[src/hw/rtl/mcva_pkg.sv]
// Shared types and constants of the MIDI note to CV voice allocator.
package mcva_pkg;

  localparam int NOTE_SLOTS   = 16;
  localparam int SLOT_W       = $clog2(NOTE_SLOTS);
  localparam int CNT_W        = $clog2(NOTE_SLOTS + 1);
  localparam int CLOCK_DIVIDE = 24;
  localparam int PHASE_W      = $clog2(CLOCK_DIVIDE);
  localparam int GAIN_W       = 24;
  localparam int CODE_W       = 12;
  localparam int PROD_W       = 31;
  localparam int ENTRY_W      = 14;

  localparam logic [2:0] FN_NOTE_ON  = 3'd0;
  localparam logic [2:0] FN_NOTE_OFF = 3'd1;
  localparam logic [2:0] FN_CLOCK    = 3'd2;
  localparam logic [2:0] FN_START    = 3'd3;
  localparam logic [2:0] FN_LEARN    = 3'd4;

  localparam logic [1:0] CFG_VOICE_MODE = 2'd0;
  localparam logic [1:0] CFG_PITCH_GAIN = 2'd1;
  localparam logic [1:0] CFG_PITCH2_GAIN = 2'd2;
  localparam logic [1:0] CFG_VEL_GAIN   = 2'd3;

  localparam logic [3:0] DRUM_CHANNEL = 4'd9;
  localparam logic [4:0] ALL_CHANNELS = 5'd16;
  localparam logic [6:0] LOW_NOTE     = 7'd24;
  localparam logic [6:0] HIGH_NOTE    = 7'd96;
  localparam logic [6:0] DRUM_FIRST   = 7'd36;
  localparam logic [6:0] DRUM_LAST    = 7'd39;
  localparam logic [CODE_W-1:0] CODE_MAX = 12'd4095;

  localparam logic [GAIN_W-1:0] PITCH_GAIN_RST = 24'd2236416;
  localparam logic [GAIN_W-1:0] VEL_GAIN_RST   = 24'd1056574;

  typedef struct packed {
    logic [2:0] func;
    logic [3:0] channel;
    logic [6:0] note_number;
    logic [6:0] velocity;
  } in_word_t;

  typedef struct packed {
    logic [11:0] cv1_code;
    logic [11:0] cv2_code;
    logic        gate;
    logic        trigger;
    logic        trigger_fire;
    logic        clock_out;
    logic        start_out;
    logic        start_fire;
    logic [3:0]  drum_gates;
    logic        learning;
  } out_word_t;

  typedef enum logic [3:0] {
    OP_NONE, OP_LOAD, OP_EVENT, OP_PUSH_RD, OP_PUSH_WR, OP_PUSH_TOP,
    OP_REM_RD, OP_REM_WR, OP_POST, OP_FIND_RD, OP_FIND_CHK,
    OP_MUL_GO, OP_MUL_ST, OP_OUT
  } dp_op_t;

  typedef struct packed {
    dp_op_t op;
  } dp_cmd_t;

  typedef struct packed {
    logic ev_on;
    logic ev_off;
    logic push_empty;
    logic push_last;
    logic rem_empty;
    logic rem_last;
    logic post_find;
    logic find_done;
    logic mul_pend;
  } dp_stat_t;

endpackage

[src/hw/rtl/mcva_ctrl.sv]
// Sequencer for the voice allocator: walks each word through its steps.
module mcva_ctrl import mcva_pkg::*; (
  input  logic     clk,
  input  logic     rst_n,
  input  logic     in_valid,
  input  logic     out_stall,
  input  dp_stat_t stat,
  output dp_cmd_t  cmd,
  output logic     in_stall,
  output logic     out_valid
);

  typedef enum logic [3:0] {
    S_IDLE, S_EVENT, S_PUSH_RD, S_PUSH_WR, S_PUSH_TOP, S_REM_RD, S_REM_WR,
    S_POST, S_FIND_RD, S_FIND_CHK, S_MUL_GO, S_MUL_ST, S_FIN
  } state_t;

  state_t state_r;
  logic   out_valid_r;
  logic   out_free;

  assign out_free  = !out_valid_r || !out_stall;
  assign in_stall  = (state_r != S_IDLE);
  assign out_valid = out_valid_r;

  always_comb begin
    cmd.op = OP_NONE;
    unique case (state_r)
      S_IDLE:     cmd.op = in_valid ? OP_LOAD : OP_NONE;
      S_EVENT:    cmd.op = OP_EVENT;
      S_PUSH_RD:  cmd.op = OP_PUSH_RD;
      S_PUSH_WR:  cmd.op = OP_PUSH_WR;
      S_PUSH_TOP: cmd.op = OP_PUSH_TOP;
      S_REM_RD:   cmd.op = OP_REM_RD;
      S_REM_WR:   cmd.op = OP_REM_WR;
      S_POST:     cmd.op = OP_POST;
      S_FIND_RD:  cmd.op = OP_FIND_RD;
      S_FIND_CHK: cmd.op = OP_FIND_CHK;
      S_MUL_GO:   cmd.op = stat.mul_pend ? OP_MUL_GO : OP_NONE;
      S_MUL_ST:   cmd.op = OP_MUL_ST;
      S_FIN:      cmd.op = out_free ? OP_OUT : OP_NONE;
      default:    cmd.op = OP_NONE;
    endcase
  end

  always_ff @(posedge clk) begin
    if (!rst_n) begin
      state_r     <= S_IDLE;
      out_valid_r <= 1'b0;
    end else begin
      // load a new result word, or drop the old one once taken
      if (state_r == S_FIN && out_free) out_valid_r <= 1'b1;
      else if (!out_stall) out_valid_r <= 1'b0;
      unique case (state_r)
        S_IDLE: if (in_valid) state_r <= S_EVENT;
        S_EVENT: begin
          priority if (stat.ev_on)
            state_r <= stat.push_empty ? S_PUSH_TOP : S_PUSH_RD;
          else if (stat.ev_off)
            state_r <= stat.rem_empty ? S_POST : S_REM_RD;
          else
            state_r <= S_MUL_GO;
        end
        S_PUSH_RD:  state_r <= S_PUSH_WR;
        S_PUSH_WR:  state_r <= stat.push_last ? S_PUSH_TOP : S_PUSH_RD;
        S_PUSH_TOP: state_r <= S_MUL_GO;
        S_REM_RD:   state_r <= S_REM_WR;
        S_REM_WR:   state_r <= stat.rem_last ? S_POST : S_REM_RD;
        S_POST:     state_r <= stat.post_find ? S_FIND_RD : S_MUL_GO;
        S_FIND_RD:  state_r <= S_FIND_CHK;
        S_FIND_CHK: state_r <= stat.find_done ? S_MUL_GO : S_FIND_RD;
        S_MUL_GO:   state_r <= stat.mul_pend ? S_MUL_ST : S_FIN;
        S_MUL_ST:   state_r <= S_MUL_GO;
        S_FIN: begin
          if (out_free) state_r <= S_IDLE;
        end
        default: state_r <= S_IDLE;
      endcase
    end
  end

endmodule

[src/hw/rtl/mcva_dp.sv]
// Datapath: event decode, held-note memory, voice state, scaling and result word.
module mcva_dp import mcva_pkg::*; (
  input  logic              clk,
  input  logic              rst_n,
  input  dp_cmd_t           cmd,
  input  in_word_t          in_word,
  input  logic              cfg_we,
  input  logic [1:0]        cfg_index,
  input  logic [GAIN_W-1:0] cfg_data,
  output dp_stat_t          stat,
  output out_word_t         out_word
);

  typedef enum logic [1:0] {FS_MONO, FS_V1, FS_V2} fsel_t;

  logic [ENTRY_W-1:0] mem [NOTE_SLOTS];
  logic [ENTRY_W-1:0] rd_data_r;
  logic [SLOT_W-1:0]  rd_addr;
  logic               mem_we;
  logic [SLOT_W-1:0]  mem_wa;
  logic [ENTRY_W-1:0] mem_wd;

  in_word_t           item_r;
  out_word_t          out_r;
  logic               mode_r;
  logic [GAIN_W-1:0]  gain1_r, gain2_r, vgain_r;
  logic [CNT_W-1:0]   count_r, keep_r, ridx_r, widx_r, fidx_r;
  logic [SLOT_W-1:0]  idx_r;
  logic [6:0]         v1_r, v2_r, op_note_r, op_vel_r;
  logic               nextv_r, armed_r;
  logic [PHASE_W-1:0] phase_r;
  logic [4:0]         listen_r;
  logic [CODE_W-1:0]  cv1_r, cv2_r;
  logic               gate_r, trig_r, clock_r, start_r, tfire_r, sfire_r;
  logic [3:0]         drums_r;
  logic [2:0]         pend_r;
  fsel_t              fsel_r;
  logic [PROD_W-1:0]  prod_r;

  logic               is_note, is_off, drum_hit, chan_ok, ev_go, ev_on, ev_off, in_range;
  logic [4:0]         listen_eff;
  logic [CNT_W-1:0]   keep;
  logic               hit1, hit2;
  logic [6:0]         rd_note, other;
  logic               rem_keep, find_hit, find_end;
  logic [6:0]         steps, mul_note;
  logic [GAIN_W-1:0]  gain;
  logic [CODE_W-1:0]  code;
  logic [1:0]         drum_bit;

  assign is_note  = (item_r.func == FN_NOTE_ON) || (item_r.func == FN_NOTE_OFF);
  assign is_off   = (item_r.func == FN_NOTE_OFF) ||
                    (item_r.func == FN_NOTE_ON && item_r.velocity == 7'd0);
  assign drum_hit = (item_r.channel == DRUM_CHANNEL) && is_note &&
                    (item_r.note_number >= DRUM_FIRST) && (item_r.note_number <= DRUM_LAST);
  assign drum_bit = 2'(item_r.note_number - DRUM_FIRST);
  assign listen_eff = armed_r ? {1'b0, item_r.channel} : listen_r;
  assign chan_ok  = (listen_eff == ALL_CHANNELS) || (listen_eff == {1'b0, item_r.channel});
  assign ev_go    = is_note && !drum_hit && chan_ok;
  assign in_range = (item_r.note_number >= LOW_NOTE) && (item_r.note_number <= HIGH_NOTE);
  assign ev_on    = ev_go && !is_off && in_range;
  assign ev_off   = ev_go && is_off;
  assign keep     = (count_r < CNT_W'(NOTE_SLOTS)) ? count_r : CNT_W'(NOTE_SLOTS - 1);

  assign hit1 = (v1_r != 7'd0) && (v1_r == item_r.note_number);
  assign hit2 = !hit1 && (v2_r != 7'd0) && (v2_r == item_r.note_number);

  assign rd_note  = rd_data_r[6:0];
  always_comb begin
    unique case (fsel_r)
      FS_V1:   other = v2_r;
      FS_V2:   other = v1_r;
      default: other = 7'd0;
    endcase
  end
  assign rem_keep = (rd_note != item_r.note_number);
  assign find_hit = (rd_note != other);
  assign find_end = (fidx_r + CNT_W'(1) == count_r);

  assign stat.ev_on      = ev_on;
  assign stat.ev_off     = ev_off;
  assign stat.push_empty = (keep == '0);
  assign stat.push_last  = (idx_r == '0);
  assign stat.rem_empty  = (count_r == '0);
  assign stat.rem_last   = (ridx_r + CNT_W'(1) == count_r);
  assign stat.post_find  = (count_r != '0) && (!mode_r || hit1 || hit2);
  assign stat.find_done  = find_hit || find_end;
  assign stat.mul_pend   = (pend_r != 3'b000);

  // Pick the lowest pending scaling job: voice one pitch, velocity, voice two pitch.
  assign mul_note = (op_note_r >= LOW_NOTE) ? 7'(op_note_r - LOW_NOTE) : 7'd0;
  always_comb begin
    priority if (pend_r[0]) begin
      steps = mul_note;
      gain  = gain1_r;
    end else if (pend_r[1]) begin
      steps = op_vel_r;
      gain  = vgain_r;
    end else begin
      steps = mul_note;
      gain  = gain2_r;
    end
  end
  assign code = (prod_r[PROD_W-1:28] != '0) ? CODE_MAX : prod_r[27:16];

  always_comb begin
    unique case (cmd.op)
      OP_PUSH_RD: rd_addr = idx_r;
      OP_REM_RD:  rd_addr = ridx_r[SLOT_W-1:0];
      OP_FIND_RD: rd_addr = fidx_r[SLOT_W-1:0];
      default:    rd_addr = '0;
    endcase
  end

  always_comb begin
    mem_we = 1'b0;
    mem_wa = '0;
    mem_wd = rd_data_r;
    unique case (cmd.op)
      OP_PUSH_WR: begin
        mem_we = 1'b1;
        mem_wa = idx_r + SLOT_W'(1);
      end
      OP_PUSH_TOP: begin
        mem_we = 1'b1;
        mem_wd = {item_r.velocity, item_r.note_number};
      end
      OP_REM_WR: begin
        mem_we = rem_keep;
        mem_wa = widx_r[SLOT_W-1:0];
      end
      default: mem_we = 1'b0;
    endcase
  end

  always_ff @(posedge clk) begin
    if (mem_we) mem[mem_wa] <= mem_wd;
    rd_data_r <= mem[rd_addr];
  end

  always_ff @(posedge clk) begin
    if (!rst_n) begin
      mode_r   <= 1'b0;
      gain1_r  <= PITCH_GAIN_RST;
      gain2_r  <= PITCH_GAIN_RST;
      vgain_r  <= VEL_GAIN_RST;
      count_r  <= '0;
      v1_r     <= '0;
      v2_r     <= '0;
      nextv_r  <= 1'b0;
      phase_r  <= '0;
      armed_r  <= 1'b0;
      listen_r <= ALL_CHANNELS;
      cv1_r    <= '0;
      cv2_r    <= '0;
      gate_r   <= 1'b0;
      trig_r   <= 1'b0;
      clock_r  <= 1'b0;
      start_r  <= 1'b0;
      drums_r  <= '0;
      tfire_r  <= 1'b0;
      sfire_r  <= 1'b0;
      pend_r   <= '0;
      fsel_r   <= FS_MONO;
    end else begin
      if (cfg_we) begin
        unique case (cfg_index)
          CFG_VOICE_MODE:  mode_r  <= cfg_data[0];
          CFG_PITCH_GAIN:  gain1_r <= cfg_data;
          CFG_PITCH2_GAIN: gain2_r <= cfg_data;
          CFG_VEL_GAIN:    vgain_r <= cfg_data;
          default:         mode_r  <= mode_r;
        endcase
      end
      unique case (cmd.op)
        OP_LOAD: begin
          item_r  <= in_word;
          tfire_r <= 1'b0;
          sfire_r <= 1'b0;
        end
        OP_EVENT: begin
          op_note_r <= item_r.note_number;
          op_vel_r  <= item_r.velocity;
          keep_r    <= keep;
          idx_r     <= SLOT_W'(keep - CNT_W'(1));
          ridx_r    <= '0;
          widx_r    <= '0;
          priority if (item_r.func == FN_START) begin
            start_r <= 1'b1;
            sfire_r <= 1'b1;
          end else if (item_r.func == FN_CLOCK) begin
            if (phase_r == '0) clock_r <= 1'b1;
            else if (phase_r == PHASE_W'(CLOCK_DIVIDE / 2)) clock_r <= 1'b0;
            phase_r <= (phase_r == PHASE_W'(CLOCK_DIVIDE - 1)) ? '0 : phase_r + PHASE_W'(1);
          end else if (item_r.func == FN_LEARN) begin
            if (armed_r) begin
              armed_r <= 1'b0;
              start_r <= 1'b0;
            end else begin
              armed_r <= 1'b1;
              count_r <= '0;
              cv1_r   <= '0;
              cv2_r   <= '0;
              gate_r  <= 1'b0;
              trig_r  <= 1'b0;
              clock_r <= 1'b0;
              start_r <= 1'b1;
            end
          end else if (drum_hit) begin
            drums_r[drum_bit] <= !is_off;
          end else begin
            if (armed_r) begin
              armed_r  <= 1'b0;
              listen_r <= {1'b0, item_r.channel};
              start_r  <= 1'b0;
            end
            if (ev_on) begin
              priority if (!mode_r) begin
                trig_r  <= 1'b1;
                tfire_r <= 1'b1;
                gate_r  <= 1'b1;
                pend_r  <= 3'b011;
              end else if (!nextv_r) begin
                v1_r    <= item_r.note_number;
                nextv_r <= 1'b1;
                gate_r  <= 1'b1;
                pend_r  <= 3'b001;
              end else begin
                v2_r    <= item_r.note_number;
                nextv_r <= 1'b0;
                trig_r  <= 1'b1;
                pend_r  <= 3'b100;
              end
            end
          end
        end
        OP_PUSH_WR: idx_r <= idx_r - SLOT_W'(1);
        OP_PUSH_TOP: count_r <= keep_r + CNT_W'(1);
        OP_REM_WR: begin
          ridx_r <= ridx_r + CNT_W'(1);
          if (rem_keep) widx_r <= widx_r + CNT_W'(1);
          if (ridx_r + CNT_W'(1) == count_r)
            count_r <= rem_keep ? widx_r + CNT_W'(1) : widx_r;
        end
        OP_POST: begin
          fidx_r <= '0;
          priority if (!mode_r) begin
            fsel_r <= FS_MONO;
            if (count_r == '0) gate_r <= 1'b0;
          end else if (hit1) begin
            fsel_r <= FS_V1;
            if (count_r == '0) begin
              gate_r <= 1'b0;
              v1_r   <= '0;
            end else begin
              nextv_r <= 1'b0;
            end
          end else if (hit2) begin
            fsel_r <= FS_V2;
            if (count_r == '0) begin
              trig_r <= 1'b0;
              v2_r   <= '0;
            end else begin
              nextv_r <= 1'b1;
            end
          end else begin
            fsel_r <= FS_MONO;
          end
        end
        OP_FIND_CHK: begin
          fidx_r <= fidx_r + CNT_W'(1);
          if (find_hit) begin
            op_note_r <= rd_note;
            op_vel_r  <= rd_data_r[13:7];
            unique case (fsel_r)
              FS_V1: begin
                v1_r   <= rd_note;
                pend_r <= 3'b001;
              end
              FS_V2: begin
                v2_r   <= rd_note;
                pend_r <= 3'b100;
              end
              default: pend_r <= 3'b011;
            endcase
          end else if (find_end) begin
            // no other note held: free the voice
            if (fsel_r == FS_V2) begin
              trig_r <= 1'b0;
              v2_r   <= '0;
            end else begin
              gate_r <= 1'b0;
              v1_r   <= '0;
            end
          end
        end
        OP_MUL_GO: prod_r <= PROD_W'(steps) * PROD_W'(gain);
        OP_MUL_ST: begin
          priority if (pend_r[0]) begin
            cv1_r     <= code;
            pend_r[0] <= 1'b0;
          end else if (pend_r[1]) begin
            cv2_r     <= code;
            pend_r[1] <= 1'b0;
          end else begin
            cv2_r     <= code;
            pend_r[2] <= 1'b0;
          end
        end
        OP_OUT: begin
          out_r.cv1_code     <= cv1_r;
          out_r.cv2_code     <= cv2_r;
          out_r.gate         <= gate_r;
          out_r.trigger      <= trig_r;
          out_r.trigger_fire <= tfire_r;
          out_r.clock_out    <= clock_r;
          out_r.start_out    <= start_r;
          out_r.start_fire   <= sfire_r;
          out_r.drum_gates   <= drums_r;
          out_r.learning     <= armed_r;
        end
        default: pend_r <= pend_r;
      endcase
    end
  end

  assign out_word = out_r;

endmodule

[src/hw/rtl/midi_note_to_cv_voice_allocator_top.sv]
// Top level of the MIDI note to CV voice allocator.
// One word is taken at a time and gives exactly one result word. Clock,
// start, learn, drum and ignored events skip the held-note memory and the
// multiplier. A note on shifts the held entries (at most 15) by one slot
// and writes the new note on top; a note off scans the held entries (at
// most 16) to remove the note and may search the remaining entries to
// refill a voice. Then 0 to 2 DAC codes are recomputed. The walk over the
// held-note memory takes each entry with a read step and then a write or
// check step; each code passes through the one 7x24 multiplier and is then
// stored. The next word is accepted in the cycle after the result is
// registered, and the input side is ready again while a finished result
// still waits on the output register.
module midi_note_to_cv_voice_allocator_top import mcva_pkg::*; (
  input  logic              clk,
  input  logic              rst_n,
  input  logic              in_valid,
  output logic              in_stall,
  input  in_word_t          in_word,
  output logic              out_valid,
  input  logic              out_stall,
  output out_word_t         out_word,
  input  logic              cfg_we,
  input  logic [1:0]        cfg_index,
  input  logic [GAIN_W-1:0] cfg_data
);

  dp_cmd_t  cmd;
  dp_stat_t stat;

  mcva_ctrl u_ctrl (
    .clk       (clk),
    .rst_n     (rst_n),
    .in_valid  (in_valid),
    .out_stall (out_stall),
    .stat      (stat),
    .cmd       (cmd),
    .in_stall  (in_stall),
    .out_valid (out_valid)
  );

  mcva_dp u_dp (
    .clk       (clk),
    .rst_n     (rst_n),
    .cmd       (cmd),
    .in_word   (in_word),
    .cfg_we    (cfg_we),
    .cfg_index (cfg_index),
    .cfg_data  (cfg_data),
    .stat      (stat),
    .out_word  (out_word)
  );

  a_busy_after_accept: assert property (@(posedge clk) disable iff (!rst_n)
    in_valid && !in_stall |=> in_stall)
    else $error("block took a word but did not go busy");

  a_fires_exclusive: assert property (@(posedge clk) disable iff (!rst_n)
    out_valid |-> !(out_word.trigger_fire && out_word.start_fire))
    else $error("trigger and start pulses in one result");

  a_start_level: assert property (@(posedge clk) disable iff (!rst_n)
    out_valid && out_word.start_fire |-> out_word.start_out)
    else $error("start pulse without start level");

endmodule

[config.mk]
export PLATFORM = sky130hd
export DESIGN_NAME = midi_note_to_cv_voice_allocator_top
export DESIGN_NICKNAME = d
export VERILOG_FILES = /design/src/hw/rtl/mcva_pkg.sv /design/src/hw/rtl/mcva_ctrl.sv /design/src/hw/rtl/mcva_dp.sv /design/src/hw/rtl/midi_note_to_cv_voice_allocator_top.sv
export SDC_FILE = /design/constraint.sdc
export NUM_CORES = 1
export LEC_CHECK = 0
export ABC_CLOCK_PERIOD_IN_PS = 5550
export BUFFER_PORTS_ARGS = -buffer_cell sky130_fd_sc_hd__buf_2
export CAP_MARGIN = 20
export CORE_MARGIN = 2
export CORE_UTILIZATION = 39
export CTS_BUF_LIST = sky130_fd_sc_hd__clkbuf_4
export CTS_CLUSTER_DIAMETER = 50
export DETAILED_ROUTE_END_ITERATION = 6
export PLACE_DENSITY = 0.56
export SLEW_MARGIN = 20
export SYNTH_ARGS = -nofsm -noshare
export SYNTH_HDL_FRONTEND = slang
export SYNTH_HIERARCHICAL = 1
export SYNTH_SLANG_ARGS = --single-unit
[constraint.sdc]
create_clock -name clk -period 5.55 [get_ports clk]
set_input_delay 0.555 -clock clk [delete_from_list [all_inputs] [get_ports clk]]
set_output_delay 0.555 -clock clk [all_outputs]
set_load 0.05 [all_outputs]
==> metrics.csv <==
stage,metric,value,unit
sta,final setup margin,-0.0898,ns
route,DRC,0,
yosys,main combinational cell family by area after synthesis,simple AND/OR/NAND/NOR gates,
sta,"Setup violations, final",2,
yosys,Post-synth top flop,edfxtp_1,
critical_path,Startpoint Class,flop,
grt,M3 GR Usage,4.52,%
grt,initial antenna violation count,2,
grt,met2 usage,35.6,%
route,post-DR vias/cell,5.25,
critical_path,Crit Path Class,flop to flop,
grt,GRT busiest layer,met2,
die,full die area,68700,um2
cells_and_area,Reg area,13200,um2
die,die width,262,um
power,VDD IR max,0.355,mV
yosys,Yosys top cell area share,38.3,%
yosys,Compound-Gate Fraction of Synth Area,9.34,%
die,core area,65900,um2
yosys,most numerous cell in the Yosys netlist,nand2_1,
route,Vias,20300,
cells_and_area,fillers,6197,
grt,gr ovfl total,0,
sta,Rel. slew slack,23.5,%
placement,Post-DP HPWL,47900,um
sta,Slew @ Worst Pin,1.15,ns
cells_and_area,area delta synth->final,19.3,%
placement,I/O Buffers,88,
sta,worst hold slack,0.128,ns
critical_path,CP endpoint kind,flop,
yosys,Syn Inst Count,2609,
critical_path,cell family with most CP delay,adder cells,
clock_network,clock slew at reported path FFs,0.07,ns
critical_path,Slowest cell on crit path,fa_1,
critical_path,Slowest Stage Delay on Critical Path,0.57,ns
route,Total Wirelength,70800,um
yosys,syn_area_per_cell,9.97,um2
yosys,Mapped Nets,2828,
yosys,Synth Area in XOR/XNOR,2.26,%
route,Initial DRC Count,1410,
yosys,fraction of registers with async set/reset,0,%
die,boundary pin count,89,
clock_network,htree depth,4,
yosys,Netlist Area Pre-Place,26000,um2
die,height of the die,262,um
grt,grt met1 use,25.8,%
yosys,post-synthesis register bit count,494,
placement,Area after DPL,28400,um2
clock_network,clock tree buffer depth,3,
sta,fin crit period,5.64,ns
placement,GPL Wtd Cong,0.865,
yosys,Synth top cells by count,"556 x nand2_1, 332 x edfxtp_1, 278 x nor2_1, 162 x dfxtp_1, 151 x a21oi_1",
critical_path,CP cell instances,ha_2 -> or3_4 -> and3_4 -> a21oi_4 -> buf_12 -> buf_4 -> nor2_1 -> fa_1 -> fa_1 -> fa_1 -> fa_1 -> ha_2 -> o21ai_1 -> nand2b_1 -> a31oi_1 -> o21ai_2 -> o21a_4 -> or4b_4 -> a31oi_4 -> xnor2_1,
placement,Inst Count DP,3573,
sta,final total negative setup slack,-0.0940,ns
critical_path,crit-path max FO,9,
yosys,Yosys cell types,86,
critical_path,CP required,6.27,ns
sta,Max Clock Freq,177,MHz
die,row count,94,
grt,first-pass GRT wire length,110000,um
yosys,Yosys top cell by area,edfxtp_1,
sta,Worst Clk Skew,0.0681,ns
cells_and_area,nets@finish,3117,
critical_path,Worst EP arrival,6.36,ns
sta,Fin. Hold Viols,0,
critical_path,WP buf/inv,2,
clock_network,worst-skew pair later-pin latency,0.97,ns
clock_network,clk sink count,494,
power,leakage,0.0123,uW
clock_network,Root Driver,clkbuf_4,
cells_and_area,Final Cell Area,31000,um2
die,Starting Density,39.5,%
sta,RSZ-0062 raised after global routing,true,
grt,largest net degree at the start of global routing,71,
critical_path,CP dominant cell by count,fa_1,
clock_network,CTS tree,built,
grt,number of global-route vias before repair,20100,
clock_network,CTS Buf Count,135,
route,Final ANT Viol Nets,0,
yosys,number of synthesized flops with an enable pin,332,
cells_and_area,area of the multi-input gates,12100,um2
route,Pre-antenna DRT Iters,6,
yosys,Synth Area in Adders,11.2,%
yosys,proportion of synthesized area in mux cells,2.39,%
power,Pwr per Cell Area,569,nW/um2
run_status,status,"complete, but fails checks",
yosys,post-synthesis sequential area ratio,50.8,%
run_status,failing checks,negative setup slack,
cells_and_area,layout cells sized above 1,19.4,%
cells_and_area,final non-filler cell total,3873,
sta,pins over their slew limit,0,
worst_hold_path,Hold Path Class,input pin to flop,
yosys,synth top area cells,"edfxtp_1 38%, dfxtp_1 12%, fa_1 8.3%, nand2_1 8.0%, nor2_1 4.0%",
yosys,warnings from Yosys,6,
route,WL/cell,18.3,um
grt,gr usage total,20.8,%
yosys,Simple-Gate Fraction of Synth Area,20.2,%
run,max cap viols,0,
sta,post-route clock period utilization,102,%
[tightest hold or removal path: stages]
cell     delay, ns
buf_2         0.13
nor3b_1       0.16
mux2i_1       0.12
nor2_1        0.07
[routing by layer]
layer / vias up / part of all wire, % / wire length, um
li1: 9693 / - / -
met1: 9966 / 42 / 29800
met2: 552 / 50 / 35400
met3: 123 / 5.5 / 3870
met4: 0 / 2.4 / 1710
met5: - / 0 / 0
[power breakdown]
part / internal (uW) / switching (uW) / total [uW]
Combinational: 3680 / 5210 / 8900
Sequential: 4780 / 448 / 5230
Clock: 2030 / 1500 / 3530
[kinds of logic (layout without fill, tap and decap cells)]
family / count (synthesis) / after routing
AND/OR/NAND/NOR: 1188 / 1188
flip-flops: 494 / 494
AO/OA/AOI/OAI: 380 / 380
buffers and inverters: 251 / 646
adder cells (fa/ha/maj): 167 / 167
XOR/XNOR: 67 / 67
multiplexers: 62 / 62
other: 0 / 5
[timing repair]
item                                    CTS  global route
endpoints found under the hold margin    98             0
hold buffers                             49             0
pin swaps                                 3             2
gates cloned                              0             0
gates resized for setup                  12            19
buffers inserted                          3             0
endpoints found under the setup margin   10            11
[cell type report]
type	count	share of cell area, %
Tap cell	864	3.49
Antenna cell	5	0.0403
Sequential cell	494	42.6
Clock inverter	28	0.896
Inverter	100	1.21
Clock buffer	215	5.20
Timing Repair Buffer	303	7.55
Multi-Input combinational cell	1864	39.0
[worst paths after layout]
kind,cells after the start,slack [ns],end,startpoint
min,4,0.13,u_dp/mode_r,cfg_we
max,20,-0.09,u_dp/prod_r[25],u_dp/op_note_r[3]
max reg2reg,20,-0.09,u_dp/prod_r[25],u_dp/op_note_r[3]
min reg2reg,0,0.43,u_dp/out_word[21],u_dp/cv2_r[10]
[metrics by stage]
stage | power, uW | setup slack, ns | utilization (%)
floorplan | 10900 | -0.135 | -
global placement | 13800 | -0.178 | 43.1
detailed placement | 14000 | -0.269 | 43.2
CTS | 17700 | -0.0799 | 46.9
global route | 19100 | -0.362 | 47.1
finish | 17700 | -0.0898 | 47.1
[layout by cell type, fill, tap and decap left out, types with 10 or more instances in the layout]
cell type and instances:
buf_4 151, or2_2 16, ha_1 47, fa_1 105, nand4_1 17, a311oi_1 33, nor2b_1 22, a22oi_1 17
xor2_1 35, nand2_1 553, clkbuf_4 215, and3_1 39, dlygate4sd3_1 49, inv_1 97, edfxtp_1 332, xnor2_1 32
dfxtp_1 160, mux2i_1 61, nand3_1 120, nor2_1 275, nand2b_1 33, a31oi_1 18, nor3_1 30, a21oi_1 145
buf_2 88, o21ai_0 57, clkinv_1 13, or3_1 11, buf_12 12, o21ai_1 12, nor4_1 10
[flip-flops by register name (all words and copies together), names as in the netlist, 5 cells and up]
register	count
u_dp/phase_r	5
u_dp/vgain_r	24
u_dp/v1_r	7
u_dp/item_r	21
u_dp/gain1_r	24
u_dp/rd_data_r	14
u_dp/widx_r	5
u_dp/listen_r	5
u_dp/prod_r	15
u_dp/mem	224
u_dp/out_word	35
u_dp/op_vel_r	7
u_dp/ridx_r	5
u_dp/v2_r	7
u_dp/cv2_r	12
u_dp/cv1_r	12
u_dp/count_r	5
u_dp/gain2_r	24
u_dp/fidx_r	5
u_dp/op_note_r	7
Note: power is estimated with default switching activity, not from simulation.
